## config.mk

```make
export PLATFORM = sky130hd
export DESIGN_NAME = ps2_device_link_engine
export DESIGN_NICKNAME = d
export VERILOG_FILES = /design/src/hdl/ps2dl_pkg.sv /design/src/hdl/ps2dl_ram.sv /design/src/hdl/ps2_device_link_engine.sv
export SDC_FILE = /design/constraint.sdc
export NUM_CORES = 1
export LEC_CHECK = 0
export BUFFER_PORTS_ARGS = -buffer_cell sky130_fd_sc_hd__buf_2
export CAP_MARGIN = 30
export CORE_UTILIZATION = 43
export DETAILED_ROUTE_END_ITERATION = 12
export PLACE_DENSITY_LB_ADDON = 0.12
export SLEW_MARGIN = 20
export SYNTH_ARGS = -nofsm -noshare
export SYNTH_HDL_FRONTEND = slang
export SYNTH_SLANG_ARGS = --single-unit
export TNS_END_PERCENT = 10
```

## constraint.sdc

```tcl
create_clock -name clock -period 3.6 [get_ports clock]
set_input_delay 0.18 -clock clock [delete_from_list [all_inputs] [get_ports clock]]
set_output_delay 0.18 -clock clock [all_outputs]
set_load 0.005 [all_outputs]
```

## src/hdl/ps2dl_pkg.sv

```systemverilog
package ps2dl_pkg;

   typedef enum logic [1:0] {
      OP_TICK  = 2'd0,
      OP_QUEUE = 2'd1,
      OP_CLEAR = 2'd2,
      OP_NONE  = 2'd3
   } op_type;

   typedef enum logic [3:0] {
      ST_IDLE      = 4'd0,
      ST_WAIT      = 4'd1,
      ST_INHIBIT   = 4'd2,
      ST_TX_BIT    = 4'd3,
      ST_TX_PARITY = 4'd4,
      ST_TX_STOP   = 4'd5,
      ST_RX_BIT    = 4'd6,
      ST_RX_PARITY = 4'd7,
      ST_RX_ACK    = 4'd8,
      ST_RX_END    = 4'd9
   } link_state_type;

   localparam logic [7:0] RESEND_CODE = 8'hFE;
   localparam logic [7:0] RX_MSB      = 8'h80;
   localparam logic [3:0] BITS_BYTE   = 4'd8;

endpackage

```

## src/hdl/ps2dl_ram.sv

```systemverilog
module ps2dl_ram #(
   parameter int WIDTH = 8,
   parameter int DEPTH = 16
) (
   input  logic                     clock,
   input  logic                     wr_en,
   input  logic [$clog2(DEPTH)-1:0] wr_addr,
   input  logic [WIDTH-1:0]         wr_data,
   input  logic [$clog2(DEPTH)-1:0] rd_addr,
   output logic [WIDTH-1:0]         rd_data
);

   logic [WIDTH-1:0] mem [DEPTH];
   logic [WIDTH-1:0] rd_data_ff;

   always_ff @(posedge clock) begin
      if (wr_en) begin
         mem[wr_addr] <= wr_data;
      end
      rd_data_ff <= mem[rd_addr];
   end

   assign rd_data = rd_data_ff;

endmodule

```

## src/hdl/ps2_device_link_engine.sv

```systemverilog
// An accepted req item has its rsp item registered, and it appears in the next cycle.
// Throughput: one item per cycle; req_stall rises only while a finished
// rsp item is held by rsp_stall.
// The send queue lives in a RAM with a registered read, prefetched at the
// next read pointer each cycle, with a bypass for a write to that entry.
// Synchronous reset clears all control state; queue contents are not cleared.
module ps2_device_link_engine #(
   parameter int QUEUE_DEPTH = 16
) (
   input  logic                  clock,
   input  logic                  reset,
   input  logic                  req_valid,
   output logic                  req_stall,
   input  ps2dl_pkg::op_type     req_operation,
   input  logic [7:0]            req_send_byte,
   input  logic                  req_clock_sensed_low,
   input  logic                  req_data_sensed_high,
   output logic                  rsp_valid,
   input  logic                  rsp_stall,
   output logic                  rsp_clock_drive_low,
   output logic                  rsp_data_drive_low,
   output logic                  rsp_received_valid,
   output logic [7:0]            rsp_received_byte,
   output logic                  rsp_parity_error,
   output logic                  rsp_send_error,
   output logic                  rsp_queue_overflow,
   output logic [4:0]            rsp_queue_count
);

   import ps2dl_pkg::*;

   localparam int QW = $clog2(QUEUE_DEPTH);
   localparam int FW = $clog2(QUEUE_DEPTH + 1);
   localparam logic [QW-1:0] PTR_LAST = QW'(QUEUE_DEPTH - 1);
   localparam logic [FW-1:0] FILL_MAX = FW'(QUEUE_DEPTH);

   // link state
   logic [1:0]     phase_ff, phase_in;
   link_state_type state_ff, state_in;
   logic           clock_en_ff, clock_en_in;
   logic [7:0]     shift_ff, shift_in;
   logic [3:0]     bits_left_ff, bits_left_in;
   logic           parity_ff, parity_in;
   logic           send_err_ff, send_err_in;
   logic           clock_low_ff, clock_low_in;
   logic           data_low_ff, data_low_in;

   // queue
   logic [QW-1:0]  rd_ptr_ff, rd_ptr_in;
   logic [QW-1:0]  wr_ptr_ff, wr_ptr_in;
   logic [FW-1:0]  fill_ff, fill_in;
   logic           bypass_hit_ff, bypass_hit_in;
   logic [7:0]     bypass_data_ff;
   logic           wr_en;
   logic [QW-1:0]  ram_rd_addr;
   logic [7:0]     ram_q;
   logic [7:0]     head_byte;

   // result register
   logic           rsp_valid_ff, rsp_valid_in;
   logic           rsp_clock_ff, rsp_data_ff, rsp_rx_valid_ff, rsp_perr_ff;
   logic           rsp_send_err_ff, rsp_ovf_ff;
   logic [7:0]     rsp_byte_ff;
   logic [4:0]     rsp_count_ff;

   logic           req_accept;
   logic           res_rx_valid, res_perr, res_ovf;
   logic [7:0]     res_byte;
   logic [3:0]     bits_dec;

   assign req_accept = req_valid && !req_stall;
   assign req_stall  = rsp_valid_ff && rsp_stall;
   assign bits_dec   = bits_left_ff - 4'd1;
   assign head_byte  = bypass_hit_ff ? bypass_data_ff : ram_q;

   always_comb begin
      phase_in     = phase_ff;
      state_in     = state_ff;
      clock_en_in  = clock_en_ff;
      shift_in     = shift_ff;
      bits_left_in = bits_left_ff;
      parity_in    = parity_ff;
      send_err_in  = send_err_ff;
      clock_low_in = clock_low_ff;
      data_low_in  = data_low_ff;
      rd_ptr_in    = rd_ptr_ff;
      wr_ptr_in    = wr_ptr_ff;
      fill_in      = fill_ff;
      wr_en        = 1'b0;
      res_rx_valid = 1'b0;
      res_perr     = 1'b0;
      res_ovf      = 1'b0;
      res_byte     = 8'd0;

      if (req_accept) begin
         unique case (req_operation)
            OP_TICK: begin
               phase_in = phase_ff + 2'd1;
               if (phase_ff[0]) begin
                  if (phase_ff[1]) begin
                     // machine steps in the middle of the high half
                     unique case (state_ff)
                        ST_WAIT: begin
                           if (req_clock_sensed_low) begin
                              state_in = ST_INHIBIT;
                           end else if (!send_err_ff && fill_ff != '0) begin
                              data_low_in  = 1'b1;
                              clock_en_in  = 1'b1;
                              shift_in     = head_byte;
                              rd_ptr_in    = (rd_ptr_ff == PTR_LAST) ? '0 : rd_ptr_ff + 1'b1;
                              fill_in      = fill_ff - 1'b1;
                              parity_in    = 1'b0;
                              bits_left_in = BITS_BYTE;
                              state_in     = ST_TX_BIT;
                           end
                        end
                        ST_INHIBIT: begin
                           if (!req_clock_sensed_low) begin
                              if (req_data_sensed_high) begin
                                 state_in = ST_IDLE;
                              end else begin
                                 // host request to send
                                 parity_in    = 1'b0;
                                 bits_left_in = BITS_BYTE;
                                 clock_en_in  = 1'b1;
                                 state_in     = ST_RX_BIT;
                              end
                           end
                        end
                        ST_TX_BIT: begin
                           if (req_clock_sensed_low) begin
                              data_low_in = 1'b0;
                              send_err_in = 1'b1;
                              state_in    = ST_INHIBIT;
                           end else begin
                              data_low_in  = !shift_ff[0];
                              parity_in    = parity_ff ^ shift_ff[0];
                              shift_in     = {1'b0, shift_ff[7:1]};
                              bits_left_in = bits_dec;
                              state_in     = (bits_dec != 4'd0) ? ST_TX_BIT : ST_TX_PARITY;
                           end
                        end
                        ST_TX_PARITY: begin
                           if (req_clock_sensed_low) begin
                              data_low_in = 1'b0;
                              send_err_in = 1'b1;
                              state_in    = ST_INHIBIT;
                           end else begin
                              data_low_in = parity_ff;
                              state_in    = ST_TX_STOP;
                           end
                        end
                        ST_TX_STOP: begin
                           data_low_in = 1'b0;
                           state_in    = ST_IDLE;
                        end
                        ST_RX_BIT: begin
                           shift_in     = {1'b0, shift_ff[7:1]} |
                                          (req_data_sensed_high ? RX_MSB : 8'd0);
                           parity_in    = parity_ff ^ req_data_sensed_high;
                           bits_left_in = bits_dec;
                           state_in     = (bits_dec != 4'd0) ? ST_RX_BIT : ST_RX_PARITY;
                        end
                        ST_RX_PARITY: begin
                           parity_in = parity_ff ^ req_data_sensed_high;
                           state_in  = ST_RX_ACK;
                        end
                        ST_RX_ACK: begin
                           if (req_data_sensed_high) begin
                              data_low_in = 1'b1;
                              state_in    = ST_RX_END;
                              if (!parity_ff) begin
                                 res_rx_valid = 1'b1;
                                 res_perr     = 1'b1;
                              end else if (shift_ff == RESEND_CODE) begin
                                 // step back to the last sent byte
                                 if (fill_ff != FILL_MAX) begin
                                    rd_ptr_in = (rd_ptr_ff == '0) ? PTR_LAST : rd_ptr_ff - 1'b1;
                                    fill_in   = fill_ff + 1'b1;
                                 end
                              end else begin
                                 res_rx_valid = 1'b1;
                                 res_byte     = shift_ff;
                              end
                           end
                        end
                        ST_RX_END: begin
                           data_low_in = 1'b0;
                           clock_en_in = 1'b0;
                           state_in    = req_clock_sensed_low ? ST_INHIBIT : ST_WAIT;
                        end
                        default: begin
                           clock_en_in = 1'b0;
                           state_in    = req_clock_sensed_low ? ST_INHIBIT : ST_WAIT;
                        end
                     endcase
                  end
               end else if (clock_en_ff) begin
                  clock_low_in = !phase_ff[1];
               end
            end
            OP_QUEUE: begin
               if (fill_ff == FILL_MAX) begin
                  res_ovf = 1'b1;
               end else begin
                  wr_en     = 1'b1;
                  wr_ptr_in = (wr_ptr_ff == PTR_LAST) ? '0 : wr_ptr_ff + 1'b1;
                  fill_in   = fill_ff + 1'b1;
               end
            end
            OP_CLEAR: begin
               send_err_in = 1'b0;
            end
            default: begin
            end
         endcase
      end
   end

   // prefetch the entry the read pointer will hold next cycle
   assign ram_rd_addr   = reset ? '0 : rd_ptr_in;
   assign bypass_hit_in = wr_en && (wr_ptr_ff == ram_rd_addr);

   always_comb begin
      rsp_valid_in = rsp_valid_ff;
      if (req_accept) begin
         rsp_valid_in = 1'b1;
      end else if (!rsp_stall) begin
         rsp_valid_in = 1'b0;
      end
   end

   ps2dl_ram #(
      .WIDTH (8),
      .DEPTH (QUEUE_DEPTH)
   ) u_queue_ram (
      .clock   (clock),
      .wr_en   (wr_en),
      .wr_addr (wr_ptr_ff),
      .wr_data (req_send_byte),
      .rd_addr (ram_rd_addr),
      .rd_data (ram_q)
   );

   always_ff @(posedge clock) begin
      if (reset) begin
         phase_ff      <= 2'd1;
         state_ff      <= ST_IDLE;
         clock_en_ff   <= 1'b0;
         shift_ff      <= 8'd0;
         bits_left_ff  <= 4'd0;
         parity_ff     <= 1'b0;
         send_err_ff   <= 1'b0;
         clock_low_ff  <= 1'b0;
         data_low_ff   <= 1'b0;
         rd_ptr_ff     <= '0;
         wr_ptr_ff     <= '0;
         fill_ff       <= '0;
         bypass_hit_ff <= 1'b0;
         rsp_valid_ff  <= 1'b0;
      end else begin
         phase_ff      <= phase_in;
         state_ff      <= state_in;
         clock_en_ff   <= clock_en_in;
         shift_ff      <= shift_in;
         bits_left_ff  <= bits_left_in;
         parity_ff     <= parity_in;
         send_err_ff   <= send_err_in;
         clock_low_ff  <= clock_low_in;
         data_low_ff   <= data_low_in;
         rd_ptr_ff     <= rd_ptr_in;
         wr_ptr_ff     <= wr_ptr_in;
         fill_ff       <= fill_in;
         bypass_hit_ff <= bypass_hit_in;
         rsp_valid_ff  <= rsp_valid_in;
      end
   end

   always_ff @(posedge clock) begin
      bypass_data_ff <= req_send_byte;
      if (req_accept) begin
         rsp_clock_ff    <= clock_low_in;
         rsp_data_ff     <= data_low_in;
         rsp_rx_valid_ff <= res_rx_valid;
         rsp_byte_ff     <= res_byte;
         rsp_perr_ff     <= res_perr;
         rsp_send_err_ff <= send_err_in;
         rsp_ovf_ff      <= res_ovf;
         rsp_count_ff    <= 5'(fill_in);
      end
   end

   assign rsp_valid           = rsp_valid_ff;
   assign rsp_clock_drive_low = rsp_clock_ff;
   assign rsp_data_drive_low  = rsp_data_ff;
   assign rsp_received_valid  = rsp_rx_valid_ff;
   assign rsp_received_byte   = rsp_byte_ff;
   assign rsp_parity_error    = rsp_perr_ff;
   assign rsp_send_error      = rsp_send_err_ff;
   assign rsp_queue_overflow  = rsp_ovf_ff;
   assign rsp_queue_count     = rsp_count_ff;

   a_fill_bound: assert property (@(posedge clock) disable iff (reset)
      fill_ff <= FILL_MAX)
      else $error("send queue fill beyond depth");

   a_enqueue_counts: assert property (@(posedge clock) disable iff (reset)
      req_accept && req_operation == OP_QUEUE && fill_ff != FILL_MAX
      |=> fill_ff == $past(fill_ff) + 1'b1)
      else $error("enqueue did not advance fill");

   a_clock_held: assert property (@(posedge clock) disable iff (reset)
      !clock_en_ff |=> clock_low_ff == $past(clock_low_ff))
      else $error("clock drive changed while clock disabled");

   a_perr_with_valid: assert property (@(posedge clock) disable iff (reset)
      rsp_valid_ff && rsp_perr_ff |-> rsp_rx_valid_ff && rsp_byte_ff == 8'd0)
      else $error("parity error without a delivered reception");

endmodule

```

; ---- Word-level counts from Yosys, hierarchy flattened
; Memories as Yosys holds them, arrays and structs flattened. A register that Yosys moved wholly into a read port is not among the register bits.
; Cells that the tools add are included.
[word_totals]
n_memories = 1
ram_bits = 128
register_bits = 65
word_cells = 187
input_bits = 16
[memory_table]
columns = name, words, word_bits, rd, rd_clocked_by_memory_dff, write_ports, line_no
row1 = u_queue_ram.mem, 16, 8, 1, 1, 1, ps2dl_ram.sv:13  ; logic [WIDTH-1:0] mem [DEPTH];
[classes]
eq_ne = 25
n_bitwise = 11
mux = 92
addsub = 7
n_reduce_logical = 28
[op_table]
columns = operator, n
row1 = 4-bit 2-to-1 mux, 23
row2 = 5-bit 2-to-1 mux, 10
row3 = 8-bit 2-to-1 mux, 5
row4 = 1-bit 2-to-1 mux, 39
row5 = 4-bit one-hot mux with 8 select lines, 1
row6 = 8-bit one-hot mux with 3 select lines, 1
row7 = 5-bit one-hot mux with 2 select lines, 2
row8 = 10-bit AND reduction, 2
row9 = "4-bit by 3-bit == test with 1-bit output, second input constant", 4
row10 = "4-bit == test, second input constant", 4
row11 = 4-bit one-hot mux with 4 select lines, 1
row12 = 3-bit 2-to-1 mux, 4
row13 = "2-bit inequality test, second input constant", 6
row14 = 4-bit nonzero test, 3
row15 = 9-bit AND reduction, 1
row16 = "4-bit by 1-bit adder with 4-bit output, second input constant", 2
row17 = "4-bit by 2-bit == test with 1-bit output, second input constant", 2
row18 = "8-bit == test, second input constant", 1
row19 = 1-bit inverter, 8
row20 = 7-bit by 8-bit OR with 8-bit output, 1
row21 = 4-bit one-hot mux with 2 select lines, 1
row22 = 8-bit AND reduction, 1
row23 = "4-bit by 1-bit subtractor with 4-bit output, second input constant", 2
row24 = 7-bit AND reduction, 1
row25 = 29 further kinds, 38

; ---- Longest topological paths before layout
[logic_depth]
depth_word = 14
mapped_depth = 13
mapped_depth_nobuf = 11

; ---- Hierarchy
; Synthesis repeated with hierarchy kept, for this count alone.
[hier_totals]
cells_unflattened = 663
area_unflattened_um2 = 8968.6
[by_module_without_submodules]
columns = mod, area_per_inst_um2, cells_per_inst, n_inst, seq_area_each_um2
row1 = ps2dl_ram, 5147.4, 229, 1, 4003.8
row2 = ps2_device_link_engine, 3821.2, 434, 1, 1491.4

; ---- Least setup slack after synthesis
; OpenSTA, ideal clock, no wires.
[synth_timing]
path_kind = register to register
startpoint = register fill_ff[0]
endpoint = register u_queue_ram.rd_data_ff[0], in the netlist u_queue_ram.rd_data[0], read port of u_queue_ram.mem
path_slack_ns = 0.619
stages_incl_launch_ff = 13
arrival_time_ns = 2.853
n_path_buf = 2
setup_time_ns = 0.128
cell_sequence = dfxtp_1 inv_1 ha_1 nor4b_4 nor3_1 nor2_1 or4_4 buf_6 nand2_8 buf_12 mux2_2 a211oi_1 o211ai_1
[synth_via]
elab_chain_cells = 11
elab_cells_between_ends = 15
cone_classes = eq/ne (1) / mux (12) / reduce/logical (2)
[synth_lines]
columns = element, line_no
row1 = start: declaration, ps2_device_link_engine.sv:51  ; logic [FW-1:0] fill_ff, fill_in;
row2 = start signal: assignment, ps2_device_link_engine.sv:273  ; fill_ff <= fill_in;
row3 = 5-bit inequality test, ps2_device_link_engine.sv:177  ; if (fill_ff != FILL_MAX) begin
row4 = 4-bit 2-to-1 mux, ps2_device_link_engine.sv:177
row5 = 4-bit 2-to-1 mux, ps2_device_link_engine.sv:175  ; end else if (shift_ff == RESEND_CODE) begin
row6 = 4-bit 2-to-1 mux, ps2_device_link_engine.sv:172  ; if (!parity_ff) begin
row7 = 4-bit 2-to-1 mux, ps2_device_link_engine.sv:169  ; if (req_data_sensed_high) begin
row8 = 4-bit one-hot mux with 2 select lines *, ps2_device_link_engine.sv:102  ; unique case (state_ff)
row9 = 4-bit 2-to-1 mux *, ps2_device_link_engine.sv:100  ; if (phase_ff[1]) begin
row10 = 4-bit 2-to-1 mux *, ps2_device_link_engine.sv:99  ; if (phase_ff[0]) begin
row11 = 4-bit 2-to-1 mux *, ps2_device_link_engine.sv:96  ; unique case (req_operation)
row12 = 4-bit 2-to-1 mux *, ps2_device_link_engine.sv:95  ; if (req_accept) begin
row13 = 4-bit 2-to-1 mux *, --
row14 = end: declaration, ps2dl_ram.sv:14  ; logic [WIDTH-1:0] rd_data_ff;
; Every way passes the cells marked *; elsewhere a longest branch is shown, timed or not.
; A chain may end at the register's enable or synchronous reset.

; ---- Worst setup path in the final report
[layout_timing]
startpoint = register state_ff[1]
endpoint = register u_queue_ram.rd_data_ff[6], in the netlist u_queue_ram.rd_data[6], read port of u_queue_ram.mem
[layout_via]
elab_chain_cells = 7
elab_cells_between_ends = 8
cone_classes = eq/ne (2) / mux (6)
[layout_lines]
columns = element, line_no
row1 = start: declaration, ps2_device_link_engine.sv:39  ; link_state_type state_ff, state_in;
row2 = start signal: assignment, ps2_device_link_engine.sv:263  ; state_ff <= state_in;
row3 = 4-bit == test / 4-bit by 1-bit == test with 1-bit output (equally long branches), ps2_device_link_engine.sv:102
row4 = 4-bit one-hot mux with 2 select lines *, ps2_device_link_engine.sv:102
row5 = 4-bit 2-to-1 mux *, ps2_device_link_engine.sv:100
row6 = 4-bit 2-to-1 mux *, ps2_device_link_engine.sv:99
row7 = 4-bit 2-to-1 mux *, ps2_device_link_engine.sv:96
row8 = 4-bit 2-to-1 mux *, ps2_device_link_engine.sv:95
row9 = 4-bit 2-to-1 mux *, --
; Marks and branches as above.

==> flow_metrics.env <==
export IMPL_power_density_nw_per_um2=460
export IMPL_drt_iter0_drc=500
export IMPL_drv_slew=0
export IMPL_min_period_over_period=0.934
export IMPL_slew_headroom=0.391
export IMPL_worstPathMaxFanout=15
export IMPL_synth_area_leaders="edfxtp_1 48%, dfxtp_1 12%, nor2_1 3.7%"
export IMPL_grt_ovfl_total=0
export IMPL_routed_wl_um=23000
export IMPL_rsz0062_at_grt="false"
export IMPL_htreeDepth=1
export IMPL_grt_use_total=0.216
export IMPL_initial_core_util=0.437
export IMPL_syn2layout_area_growth_pct=14.0
export IMPL_yosysWarnings=0
export IMPL_final_setup_skew_ns=0.0119
export IMPL_cts_sinks=201
export IMPL_vias=6429
export IMPL_p_leak_nw=3.62
export IMPL_io_pins=37
export IMPL_syn_instance_count=781
export IMPL_hold_viol_final=0
export IMPL_fin_crit_ns=3.36
export IMPL_clockBufferDepth=3
export IMPL_layout_cells_non_filler=1124
export IMPL_final_cell_mix="147 x edfxtp_1, 89 x nor2_1, 57 x a21oi_1, 54 x dfxtp_1, 53 x nand2_1"
export IMPL_syn_num_nets=809
export IMPL_max_cap_viol_count=0
export IMPL_clk_latency_ns=0.51
export IMPL_vias_per_cell=5.72
export IMPL_numCtsBuffers=22
export IMPL_grt_pass1_wl_um=35800
export IMPL_critical_path_startpoint_type="flip-flop"
export IMPL_max_freq_mhz=297
export IMPL_synth_edf_count=147
export IMPL_final_common_cell="edfxtp_1"
export IMPL_ant_nets=0
export IMPL_firstDrtPassIters=5
export IMPL_rows=53
export IMPL_cts_tree="yes"
export IMPL_place_inst=1082
export IMPL_drive_gt1_frac=0.171
export IMPL_path_cells="or4b_1 -> a21o_1 -> nor2_1 -> a21oi_1 -> or2_1 -> a2111oi_1 -> a311o_1 -> o211ai_1"
export IMPL_netlist_area_sq_um=9160
export IMPL_routedWlPerCell_um=20.4
export IMPL_drc=0
export IMPL_pre_cts_ws_ns=0.173
export IMPL_yosysSeqAreaShare=0.600
export IMPL_die_area_sq_um=21900
export IMPL_tightest_slew_ns=0.909
export IMPL_endpoint_kind="flip-flop"
export IMPL_critical_path_class="flip-flop to flip-flop"
export IMPL_critical_path_top_delay_family="simple AND/OR/NAND/NOR gates"
export IMPL_numPortBuffers=36
export IMPL_die_w_um=148
export IMPL_hold_class="primary input to flip-flop"
export IMPL_slowest_stage="or4b_1"
export IMPL_coreArea_sq_um=21000
export IMPL_crit_required_ns=3.96
export IMPL_tns_ns=0
export IMPL_setup_violations=0
export IMPL_setup_slack_ns=0.236
export IMPL_ys_ff_latch=201
export IMPL_avgSynthCellArea_sq_um=11.7
export IMPL_utilization=0.498
export IMPL_cts_clk_slew_worst_paths_ns=0.06
export IMPL_dp_hpwl_um=16000
export IMPL_post_cts_repair_setup_buffers=0
export IMPL_yosys_area_top_type="edfxtp_1"
export IMPL_n_antenna_cell=0
export IMPL_layout_nets=861
export IMPL_root_buffer="clkbuf_16"
export IMPL_peakVddDrop_v=0.000372
export IMPL_gp_congestion=0.917
export IMPL_max_stage_delay_ns=0.72
export IMPL_synth_top_area_frac=0.482
export IMPL_synth_ff_type="edfxtp_1"
export IMPL_nFillCells=1883
export IMPL_async_flop_share=0
export IMPL_ys_types=80
export IMPL_die_h_um=148
export IMPL_cp_data_arrival_time_ns=3.72
export IMPL_critPathBufInv=0
export IMPL_outcome="finished clean"
export IMPL_grt_max_degree=56
export IMPL_antenna_found_initial=0
export IMPL_grt_pass1_vias=6313
-- cell usage after synthesis (all sizes together) (4+ instances only) --
cell type / instances
a211oi: 35
and3: 10
inv: 20
mux2i: 13
xor2: 7
ha: 12
nand4: 6
nor2b: 5
mux4: 8
nand3: 22
nand2: 56
and2: 17
clkbuf: 23
a31oi: 6
or4: 5
a2111oi: 4
nor2: 90
a21oi: 58
xnor2: 8
nor4: 5
a221o: 5
buf: 26
nor3: 22
o311ai: 4
edfxtp: 147
or3: 5
nor4b: 4
a311o: 4
mux2: 4
dfxtp: 54
o21ai: 33
o211ai: 13
-- path summary, 6_finish.rpt --
path                         start                endpoint  slack, ns  cells past startpoint
setup / recovery       state_ff[1]  u_queue_ram.rd_data[6]       0.24                      8
setup reg to reg       state_ff[1]  u_queue_ram.rd_data[6]       0.24                      8
hold / removal    req_send_byte[6]       bypass_data_ff[6]      0.003                      1
hold reg to reg    bits_left_ff[1]         bits_left_ff[1]       0.48                      2
-- logic make-up after synthesis --
family,synth area share
AOI/OAI and AO/OA,0.145
xor gates and xnor gates,0.0143
adders and majority gates,0.0164
buffers and inverters,0.0367
DFF,0.600
muxes,0.0388
and+or+nand+nor,0.149
-- metal layers --
layer,routed length (um),GRT usage
met4,762,0.0866
met2,11300,0.367
met1,9770,0.278
met3,1150,0.0290
met5,0,0
-- timing repair --
item,4_1_cts,5_1_grt
resized for setup,0,1
endpoints found under the setup margin,0,8
hold buffers,2,0
hold endpoints to repair,1,0
-- through the flow --
step / power [W] / hold slack [ns] / area (sq um)
6_report: 0.00480 / 0.00332 / 10400
2_1_floorplan: 0.00265 / 0.208 / 9160
3_3_place_gp: 0.00273 / 0.401 / 9730
4_1_cts: 0.00486 / 0.00636 / 10400
5_1_grt: 0.00497 / 0.0148 / 10400
3_5_place_dp: 0.00273 / 0.402 / 9730
-- registers in the layout (all words and copies together) (netlist names), 2 cells and up --
name	cells
bypass_data_ff	8
u_queue_ram.rd_data	8
fill_ff	5
rsp_queue_count	5
rsp_received_byte	8
bits_left_ff	4
u_queue_ram.mem	128
rd_ptr_ff	4
phase_ff	2
wr_ptr_ff	4
shift_ff	8
state_ff	4
-- layout make-up --
cell class / count / area (sq um) / area share
inverters: 21 / 81.3 / 0.00779
flip-flops and latches: 201 / 5500 / 0.526
repair buffers: 77 / 503 / 0.0482
multi-input cells: 510 / 3330 / 0.319
well taps: 275 / 344 / 0.0329
clock buffers: 31 / 604 / 0.0579
clock inverters: 9 / 82.6 / 0.00791
-- power by group --
| part | switching (W) | total (W) | internal, W |
|---|---|---|---|
| combinational | 0.000108 | 0.000159 | 0.0000518 |
| clock | 0.000873 | 0.00212 | 0.00125 |
| sequential | 0.0000133 | 0.00252 | 0.00251 |
| total | 0.000994 | 0.00480 | 0.00381 |
Note: power is estimated with default switching activity, not from simulation.
